## src/sv/short_key_hash64_top_defines.svh

```systemverilog
// Assertion macros for the short-key hash block.
`ifndef SHORT_KEY_HASH64_TOP_DEFINES_SVH
`define SHORT_KEY_HASH64_TOP_DEFINES_SVH

// Same-cycle implication, checked on i_clk outside of reset.
`define SHK_ASSERT_NOW(lbl, ante, cons, msg) \
    lbl: assert property (@(posedge i_clk) disable iff (!i_rst_n) (ante) |-> (cons)) \
        else $error(msg);

// Next-cycle implication, checked on i_clk outside of reset.
`define SHK_ASSERT_NEXT(lbl, ante, cons, msg) \
    lbl: assert property (@(posedge i_clk) disable iff (!i_rst_n) (ante) |=> (cons)) \
        else $error(msg);

`endif

```

## src/sv/shk_pkg.sv

```systemverilog
// Package: constants, types and helper functions of the short-key hash pipeline.
`timescale 1ns / 1ps
`default_nettype none

package shk_pkg;

    // Hash constants
    localparam logic [63:0] HK0  = 64'hc3a5c85c97cb3127;
    localparam logic [63:0] HK2  = 64'h9ae16a3b2f90404f;
    localparam logic [63:0] HMUL = 64'h9ddfea08eb382d69;

    localparam int ROT_LAST  = 37;
    localparam int ROT_FIRST = 25;
    localparam int MIX_SHIFT = 47;

    // Pipeline stage map: operand register, five multiply levels of two stages, output
    localparam int ST_OPS     = 0;
    localparam int ST_L1      = 1;
    localparam int ST_L2      = 3;
    localparam int ST_L3      = 5;
    localparam int ST_L4      = 7;
    localparam int ST_L5      = 9;
    localparam int ST_OUT     = 11;
    localparam int NUM_STAGES = ST_OUT + 1;

    typedef logic [NUM_STAGES-1:0] t_stage_en;

    // Key length class
    typedef enum logic [2:0] {
        MODE_EMPTY,
        MODE_TINY,   // 1..3 bytes
        MODE_SMALL,  // 4..7 bytes
        MODE_MID,    // 8..16 bytes
        MODE_LONG    // above 16 bytes: two windows
    } t_mode;

    // First-level operands of one lane: c = x1*y1 + add, d = x2*y2
    typedef struct packed {
        logic [63:0] x1;
        logic [63:0] y1;
        logic [63:0] add;
        logic [63:0] x2;
        logic [63:0] y2;
        logic [63:0] mulv;   // final multiplier
        logic        tiny;   // 1..3 byte path: finishes after level two
    } t_lane_ops;

    function automatic logic [63:0] f_rotr(input logic [63:0] v, input int s);
        return (v >> s) | (v << (64 - s));
    endfunction

    function automatic logic [63:0] f_mix47(input logic [63:0] v);
        return v ^ (v >> MIX_SHIFT);
    endfunction

endpackage

`default_nettype wire

```

## src/sv/shk_prep.sv

```systemverilog
// Length classing and first-level operand setup for the head and tail lanes.
`timescale 1ns / 1ps
`default_nettype none

module shk_prep (
    input  logic [63:0]       i_head_low,
    input  logic [63:0]       i_head_high,
    input  logic [63:0]       i_tail_low,
    input  logic [63:0]       i_tail_high,
    input  logic [31:0]       i_key_length,
    output shk_pkg::t_mode    o_mode,
    output shk_pkg::t_lane_ops o_ops_head,
    output shk_pkg::t_lane_ops o_ops_tail
);

    // 8..16 byte window hash operands
    function automatic shk_pkg::t_lane_ops f_window_ops(
        input logic [63:0] first8,
        input logic [63:0] last8,
        input logic [63:0] mul
    );
        shk_pkg::t_lane_ops ops;
        logic [63:0]        a;
        a        = first8 + shk_pkg::HK2;
        ops.x1   = shk_pkg::f_rotr(last8, shk_pkg::ROT_LAST);
        ops.y1   = mul;
        ops.add  = a;
        ops.x2   = shk_pkg::f_rotr(a, shk_pkg::ROT_FIRST) + last8;
        ops.y2   = mul;
        ops.mulv = mul;
        ops.tiny = 1'b0;
        return ops;
    endfunction

    logic [63:0] len_mul;
    logic [63:0] long_mul;
    logic [3:0]  off;
    logic [63:0] last8;
    logic [31:0] small_b;
    logic [63:0] small_c;
    logic [7:0]  tiny_a, tiny_b, tiny_c;
    logic [1:0]  tiny_ci;
    logic [31:0] tiny_y, tiny_z;

    assign len_mul  = shk_pkg::HK2 + {31'b0, i_key_length, 1'b0};
    assign long_mul = shk_pkg::HK2 + 64'd32;

    // Last eight bytes of an 8..16 byte key, taken from the 16-byte head
    assign off   = 4'(i_key_length[4:0] - 5'd8);
    assign last8 = 64'({i_head_high, i_head_low} >> {off, 3'b000});

    // 4..7 byte path
    assign small_b = 32'(i_head_low >> {i_key_length[1:0], 3'b000});
    assign small_c = {29'b0, i_head_low[31:0], 3'b000} + {32'b0, i_key_length};

    // 1..3 byte path: first, middle and last byte
    assign tiny_ci = 2'(i_key_length[1:0] - 2'd1);
    assign tiny_a  = i_head_low[7:0];
    assign tiny_b  = 8'(i_head_low >> {i_key_length[1], 3'b000});
    assign tiny_c  = 8'(i_head_low >> {tiny_ci, 3'b000});
    assign tiny_y  = {16'b0, tiny_b, tiny_a};
    assign tiny_z  = {22'b0, tiny_c, 2'b00} + i_key_length;

    always_comb begin
        o_mode     = shk_pkg::MODE_EMPTY;
        o_ops_head = '0;
        o_ops_tail = f_window_ops(i_tail_low, i_tail_high, long_mul);

        if (i_key_length == 32'd0) begin
            o_mode = shk_pkg::MODE_EMPTY;
        end else if (i_key_length inside {[32'd1:32'd3]}) begin
            o_mode          = shk_pkg::MODE_TINY;
            o_ops_head.x1   = {32'b0, tiny_y};
            o_ops_head.y1   = shk_pkg::HK2;
            o_ops_head.add  = 64'd0;
            o_ops_head.x2   = {32'b0, tiny_z};
            o_ops_head.y2   = shk_pkg::HK0;
            o_ops_head.mulv = 64'd1;
            o_ops_head.tiny = 1'b1;
        end else if (i_key_length inside {[32'd4:32'd7]}) begin
            // c enters as the addend, d as b times one
            o_mode          = shk_pkg::MODE_SMALL;
            o_ops_head.x1   = 64'd0;
            o_ops_head.y1   = 64'd0;
            o_ops_head.add  = small_c;
            o_ops_head.x2   = {32'b0, small_b};
            o_ops_head.y2   = 64'd1;
            o_ops_head.mulv = len_mul;
            o_ops_head.tiny = 1'b0;
        end else if (i_key_length <= 32'd16) begin
            o_mode     = shk_pkg::MODE_MID;
            o_ops_head = f_window_ops(i_head_low, last8, len_mul);
        end else begin
            o_mode     = shk_pkg::MODE_LONG;
            o_ops_head = f_window_ops(i_head_low, i_head_high, long_mul);
        end
    end

endmodule

`default_nettype wire

```

## config.mk

```make
export PLATFORM = sky130hd
export DESIGN_NAME = shk_prep
export DESIGN_NICKNAME = d
export VERILOG_FILES = /design/src/sv/short_key_hash64_top_defines.svh /design/src/sv/shk_pkg.sv /design/src/sv/shk_prep.sv
export SDC_FILE = /design/constraint.sdc
export NUM_CORES = 1
export LEC_CHECK = 0
export CAP_MARGIN = 20
export CORE_AREA = 2 2 411 413
export DETAILED_ROUTE_END_ITERATION = 8
export DIE_AREA = 0 0 413 415
export DONT_BUFFER_PORTS = 1
export PLACE_DENSITY_LB_ADDON = 0.12
export SYNTH_ARGS = -nofsm -noshare
export SYNTH_HDL_FRONTEND = slang
export SYNTH_SLANG_ARGS = --single-unit
```

## constraint.sdc

```tcl
create_clock -name vclk -period 8.6
set_input_delay 0.43 -clock vclk [all_inputs]
set_output_delay 0.43 -clock vclk [all_outputs]
set_load 0.03 [all_outputs]
```

==> results.yml, run 1 <==
run:
  drv_cap: 0
pwr:
  ir_drop_v: 0.0000527
  power_leakage_nw: 9.42
  power-per-cell-area_nw_per_um2: 120
  fin_total_pwr_mw: 2.78
final_layout:
  final_area_um2: 23200
  clockBufferCount: 0
  syn_to_final_growth_pct: 6.57
  fin_util_pct: 13.9
  regArea_um2: 0
  fill_cells: 19520
  drive_gt1_share_pct: 9.51
  layout.nets: 3628
  flops_and_latches: 0
sta:
  setup-violations-final: 0
  max_freq_ghz: 0.129
  period_minus_slack_ns: 7.73
  worstMarginPinSlew_ns: 1.18
  hold_violations: 0
  fin_crit_sh_pct: 89.8
  max_slew_margin_pct: 20.8
  rsz0062_at_grt: "no"
  slew_violations: 0
  setup_tns_ns: 0
  setup_slack_ns: 0.875
routing:
  drc_errors: 0
  drtIter0Drc: 1760
  routed.top_layer: "met5"
  viasPerCell: 4.45
  dr_wl_met2_um: 80600
  wl_met1_um: 63600
  routed_wl_um: 165000
  dr_wl_met3_um: 18500
  drtAntennaViolNets: 0
  first_pass_iters: 5
  avgRoutedWirePerCell_um: 30.6
  num_vias: 23929
global_routing:
  overflow: 0
  grt_max_degree: 152
  grt_first_pass_wirelength_um: 215000
  grt_usage_pct: 18.0
  grt_pass1_vias: 22946
  antenna_found_initial: 31
hold_path:
  hold_class: "in -> out"
  min_from: "i_tail_high[27]"
  hold_depth: 0
  holdPathEnd: "o_ops_tail[375]"
synthesis:
  synth.avg_cell_area_um2: 6.52
  yosys_warnings: 0
  synth.cell_area_um2: 21800
  ys_seq_area_share_pct: 0
  syn_inst: 3339
  synthDistinctLibCells: 92
placed_design:
  dpl_cell_area_um2: 23200
  dp_slack_ns: 0.862
  portBuffers: 0
  gp_congestion: 0.887
  post-dp-hpwl_um: 143000
floorplan:
  dieHeight_um: 415
  dieArea_um2: 171000
  die_width_um: 413
  std_cell_rows: 150
  pin_count: 1061
  initial_core_util_pct: 13.1
  core_area_um2: 167000
setup_path:
  critical_path_required_ns: 8.17
  crit_type: "in -> out"
  critPathMaxFanout: 6
  worstPathArrival_ns: 7.30
  cpPeakStageDelay_ns: 0.72
  path_cells: "inv_1, ha_1, or3b_2, a21oi_1, o21bai_1, a21boi_1, nor3_1, o41a_1, o21ai_1, and2b_1, nor3b_1, xor2_1, ha_1, a21oi_1, o21ai_0, a32o_1, o31ai_1, o31ai_1, a31oi_1, o21a_1, o21ai_1, xor2_1, buf_4"
  slowest_stage: "o31ai_1"
  start_kind: "primary input"
  cp-end-kind: "output port"
cts:
  cts_setup_buffers: 0
  ctsResizeCount: 0
  ctsHoldBuffers: 0
outcome:
  status: "complete, no violations"
power by group:
| part | internal [mW] | switching, mW |
|---|---|---|
| Clock | 0.000000194 | 0 |
| Sequential | 0 | 0 |
| Combinational | 0.797 | 1.98 |
metal layers:
metal | up-vias | global-route usage (%)
met2 | 978 | 31.8
li1 | 10923 | -
met4 | 28 | 1.26
met3 | 100 | 7.41
met5 | - | 0
met1 | 11900 | 20.9
critical path, delay by kind of cell:
family / cells / cell delay, ns
xor+xnor: 2 / 0.84
compound gates: 13 / 4.05
buf+inv: 2 / 0.45
simple gates: 4 / 0.94
fa+ha+maj: 2 / 0.57
area by class of cell:
type	instances	area, um^2	share of cell area (%)
antenna	13	32.5	0.140
tap	2204	2760	11.9
timing repair buffer	162	1270	5.45
inverter	78	300	1.29
multi-input combinational	2926	18900	81.2
cells by family (layout without fill, tap and decap cells):
family / count (synthesis) / in the layout / synth area share, %
mux: 148 / 148 / 8.96
simple gates: 1113 / 1113 / 24.0
compound gates: 967 / 967 / 28.2
other cells: 2 / 287 / 0.0345
xor+xnor: 252 / 252 / 10.2
fa+ha+maj: 172 / 172 / 10.0
buf+inv: 685 / 240 / 18.7
cells in the mapped netlist (all sizes together), types with 11 or more instances:
master	count	share of area (%)
buf	430	14
nand2	382	6.6
nor2	303	5.2
a21oi	290	6.8
o21ai	217	5.0
clkbuf	177	3.1
ha	168	9.6
xnor2	150	6.1
xor2	102	4.1
a21o	99	3.4
mux2i	84	3.9
inv	77	1.3
a211oi	74	2.6
nor3	61	1.4
and2	58	1.7
nand4	50	1.4
nand3	49	1.1
a31oi	38	1.1
and3	38	1.1
nor2b	37	1.1
o21a	35	1.2
mux4	34	3.5
nand2b	34	0.98
o21bai	33	1.1
mux2	30	1.6
o22ai	27	0.78
or3	25	0.76
o31ai	22	0.78
nor4	19	0.55
o211ai	17	0.61
or2	17	0.49
and4	14	0.57
o221ai	14	0.56
a22oi	12	0.41
a22o	11	0.44
cell usage in the layout (no fill, tap or decap), types with 36 or more instances in the layout:
cell and instances:
a211oi_1 68, a21o_1 99, a21oi_1 277, a31oi_1 38, and2_1 55, and3_1 36
buf_4 156, conb_1 274, ha_1 168, inv_1 74, mux2i_1 84, nand2_1 378
nand3_1 49, nand4_1 50, nor2_1 299, nor2b_1 36, nor3_1 56, o21ai_0 199
xnor2_1 149, xor2_1 102
through the flow:
step / hold slack, ns / instances
floorplan: 0.989 / 3611
global placement: 0.860 / 5363
detailed placement: 0.860 / 5369
CTS: 0.860 / 5369
global route: 0.860 / 5372
finish: 0.860 / 5383
worst max path at each step:
stage,start,endpoint,slack [ns],depth (start not counted)
6_report,i_tail_low[0],o_ops_tail[184],0.87,23
3_5_place_dp,i_tail_low[0],o_ops_tail[184],0.86,23
2_1_floorplan,i_key_length[0],o_ops_head[191],1.63,27
4_1_cts,i_tail_low[0],o_ops_tail[184],0.86,23
5_1_grt,i_tail_low[0],o_ops_tail[184],0.42,23
3_3_place_gp,i_tail_low[0],o_ops_tail[184],0.91,24
(Power assumes the default switching activity.)
==> inputs of run 2 (changes only) <==
--- a/config.mk
+++ b/config.mk
@@ -11,6 +11,7 @@
 export DIE_AREA = 0 0 413 415
 export DONT_BUFFER_PORTS = 1
 export PLACE_DENSITY_LB_ADDON = 0.12
+export RECOVER_POWER = 25
 export SYNTH_ARGS = -nofsm -noshare
 export SYNTH_HDL_FRONTEND = slang
 export SYNTH_SLANG_ARGS = --single-unit
==> run 2 against run 1 <==
The run now ends with max-capacitance violations, max-slew violations left. Die area is the same. Core utilization is essentially flat. Non-clock buffer count is the same. Design area shrank 0.21%. First-iteration DRC count shrank 1.3%. Via count is essentially flat. Combinational power is essentially flat. Final cell count grew 0.11%. Power is essentially flat. Wire length is essentially flat. Worst setup slack lost 0.23 ns. Worst hold slack is the same. Highest routed layer unchanged.
==> results.yml, run 2 (synthesized netlist as in run 1, its figures left out) <==
outcome:
  status: "finished, violations left"
  failed_checks: "max-capacitance violations, max-slew violations"
pwr:
  p_int_mw: 0.795
  swShare_pct: 71.3
  fin_total_pwr_mw: 2.77
  pwr-share-seq_pct: 0
  power_leakage_nw: 9.38
  ir_drop_v: 0.0000528
  pwr-share-clk_pct: 0
  power.switching_mw: 1.98
  power-per-cell-area_nw_per_um2: 120
  p_comb_share_pct: 100.0
global_routing:
  grt_pass1_vias: 22946
  grt_usage_pct: 18.0
  grt_first_pass_wirelength_um: 215000
  antenna_found_initial: 31
  grt_max_degree: 152
  overflow: 0
final_layout:
  flops_and_latches: 0
  final_cell_mix: "nand2_1, nor2_1, a21oi_1"
  multi_input_area_um2: 18800
  drive_gt1_share_pct: 9.00
  final_area_um2: 23200
  syn_to_final_growth_pct: 6.35
  final_common_cell: "nand2_1"
  clockBufferCount: 0
  regArea_um2: 0
  layout.nets: 3628
  fill_cells: 19534
setup_path:
  critPathMaxFanout: 6
  worstPathArrival_ns: 7.53
  critical_path_required_ns: 8.17
  start_kind: "primary input"
  crit_type: "in -> out"
  cp-startpoint: "i_tail_low[0]"
  crit_end: "o_ops_tail[184]"
  cp-end-kind: "output port"
sta:
  period_minus_slack_ns: 7.96
  slew_violations: 87
  worstMarginPinSlew_ns: 3.24
  hold_violations: 0
  setup-violations-final: 0
  max_freq_ghz: 0.126
  rsz0062_at_grt: "no"
  setup_tns_ns: 0
  max_slew_margin_pct: -117
  setup_slack_ns: 0.643
  fin_crit_sh_pct: 92.5
placed_design:
  dp_slack_ns: 0.862
  portBuffers: 0
  gp_congestion: 0.887
  post-dp-hpwl_um: 143000
  dpl_cell_area_um2: 23200
hold_path:
  min_from: "i_tail_high[27]"
  hold_class: "in -> out"
routing:
  viasPerCell: 4.44
  first_pass_iters: 5
  avgRoutedWirePerCell_um: 30.6
  wl_met1_um: 63500
  routed_wl_um: 165000
  routed.top_layer: "met5"
  num_vias: 23925
  drtAntennaViolNets: 0
  drtIter0Drc: 1737
  dr_wl_met3_um: 18600
  drc_errors: 0
  dr_wl_met2_um: 80700
floorplan:
  initial_core_util_pct: 13.1
  dieArea_um2: 171000
  dieHeight_um: 415
  std_cell_rows: 150
  die_width_um: 413
  core_area_um2: 167000
  pin_count: 1061
cts:
  ctsResizeCount: 0
  ctsHoldBuffers: 0
  cts_setup_buffers: 0
run:
  drv_cap: 4
[run 2: cell count changes in the layout (fill, tap and decap cells not counted), moves of 2 or more]
cell      delta
nor2_1       +2
diode_2      +6
buf_4       -11
clkbuf_1    +11
[run 2: how the worst min path moves through the flow]
stage,endpoint,cells past startpoint
finish,o_ops_tail[375],0
global route,o_ops_tail[368],0
CTS,o_ops_tail[368],0
detailed placement,o_ops_tail[368],0
global placement,o_ops_tail[368],0
floorplan,o_ops_tail[193],1
[run 2: routing by layer]
metal / global-route usage [%] / vias to the layer above
li1: - / 10919
met1: 20.9 / 11868
met2: 31.8 / 1018
met3: 7.41 / 96
met4: 1.26 / 24
met5: 0 / -
[run 2: area by class of cell]
| cell class | count | area share, % |
|---|---|---|
| Antenna cell | 19 | 0.205 |
| Inverter | 78 | 1.30 |
| Multi-Input combinational cell | 2926 | 81.3 |
| Tap cell | 2204 | 11.9 |
| Timing Repair Buffer | 162 | 5.29 |
[run 2: power by group through the flow]
stage | Combinational, mW | Clock [mW] | Sequential, mW
floorplan | 2.09 | 0 | 0
global placement | 2.81 | 0 | 0
detailed placement | 2.79 | 0 | 0
CTS | 2.80 | 0 | 0
global route | 2.96 | 0.0000000320 | 0
finish | 2.77 | 0.000000287 | 0
[run 2: critical path, stage by stage]
cell	delay, ns
inv_1	0.27
ha_1	0.24
or3b_2	0.50
a21oi_1	0.25
o21bai_1	0.33
a21boi_0	0.67
nor3_1	0.21
o41a_1	0.41
o21ai_1	0.19
and2b_1	0.19
nor3b_1	0.07
xor2_1	0.68
ha_1	0.33
a21oi_1	0.10
o21ai_0	0.54
a32o_1	0.28
o31ai_1	0.07
o31ai_1	0.72
a31oi_1	0.28
o21a_1	0.26
o21ai_1	0.15
xor2_1	0.16
buf_4	0.18
[run 2: through the flow]
| stage | utilization [%] | instances | hold WS (ns) |
|---|---|---|---|
| global route | 13.9 | 5372 | 0.860 |
| finish | 13.9 | 5389 | 0.860 |
| global placement | 13.9 | 5363 | 0.860 |
| detailed placement | 13.9 | 5369 | 0.860 |
| floorplan | - | 3611 | 0.989 |
| CTS | 13.9 | 5369 | 0.860 |
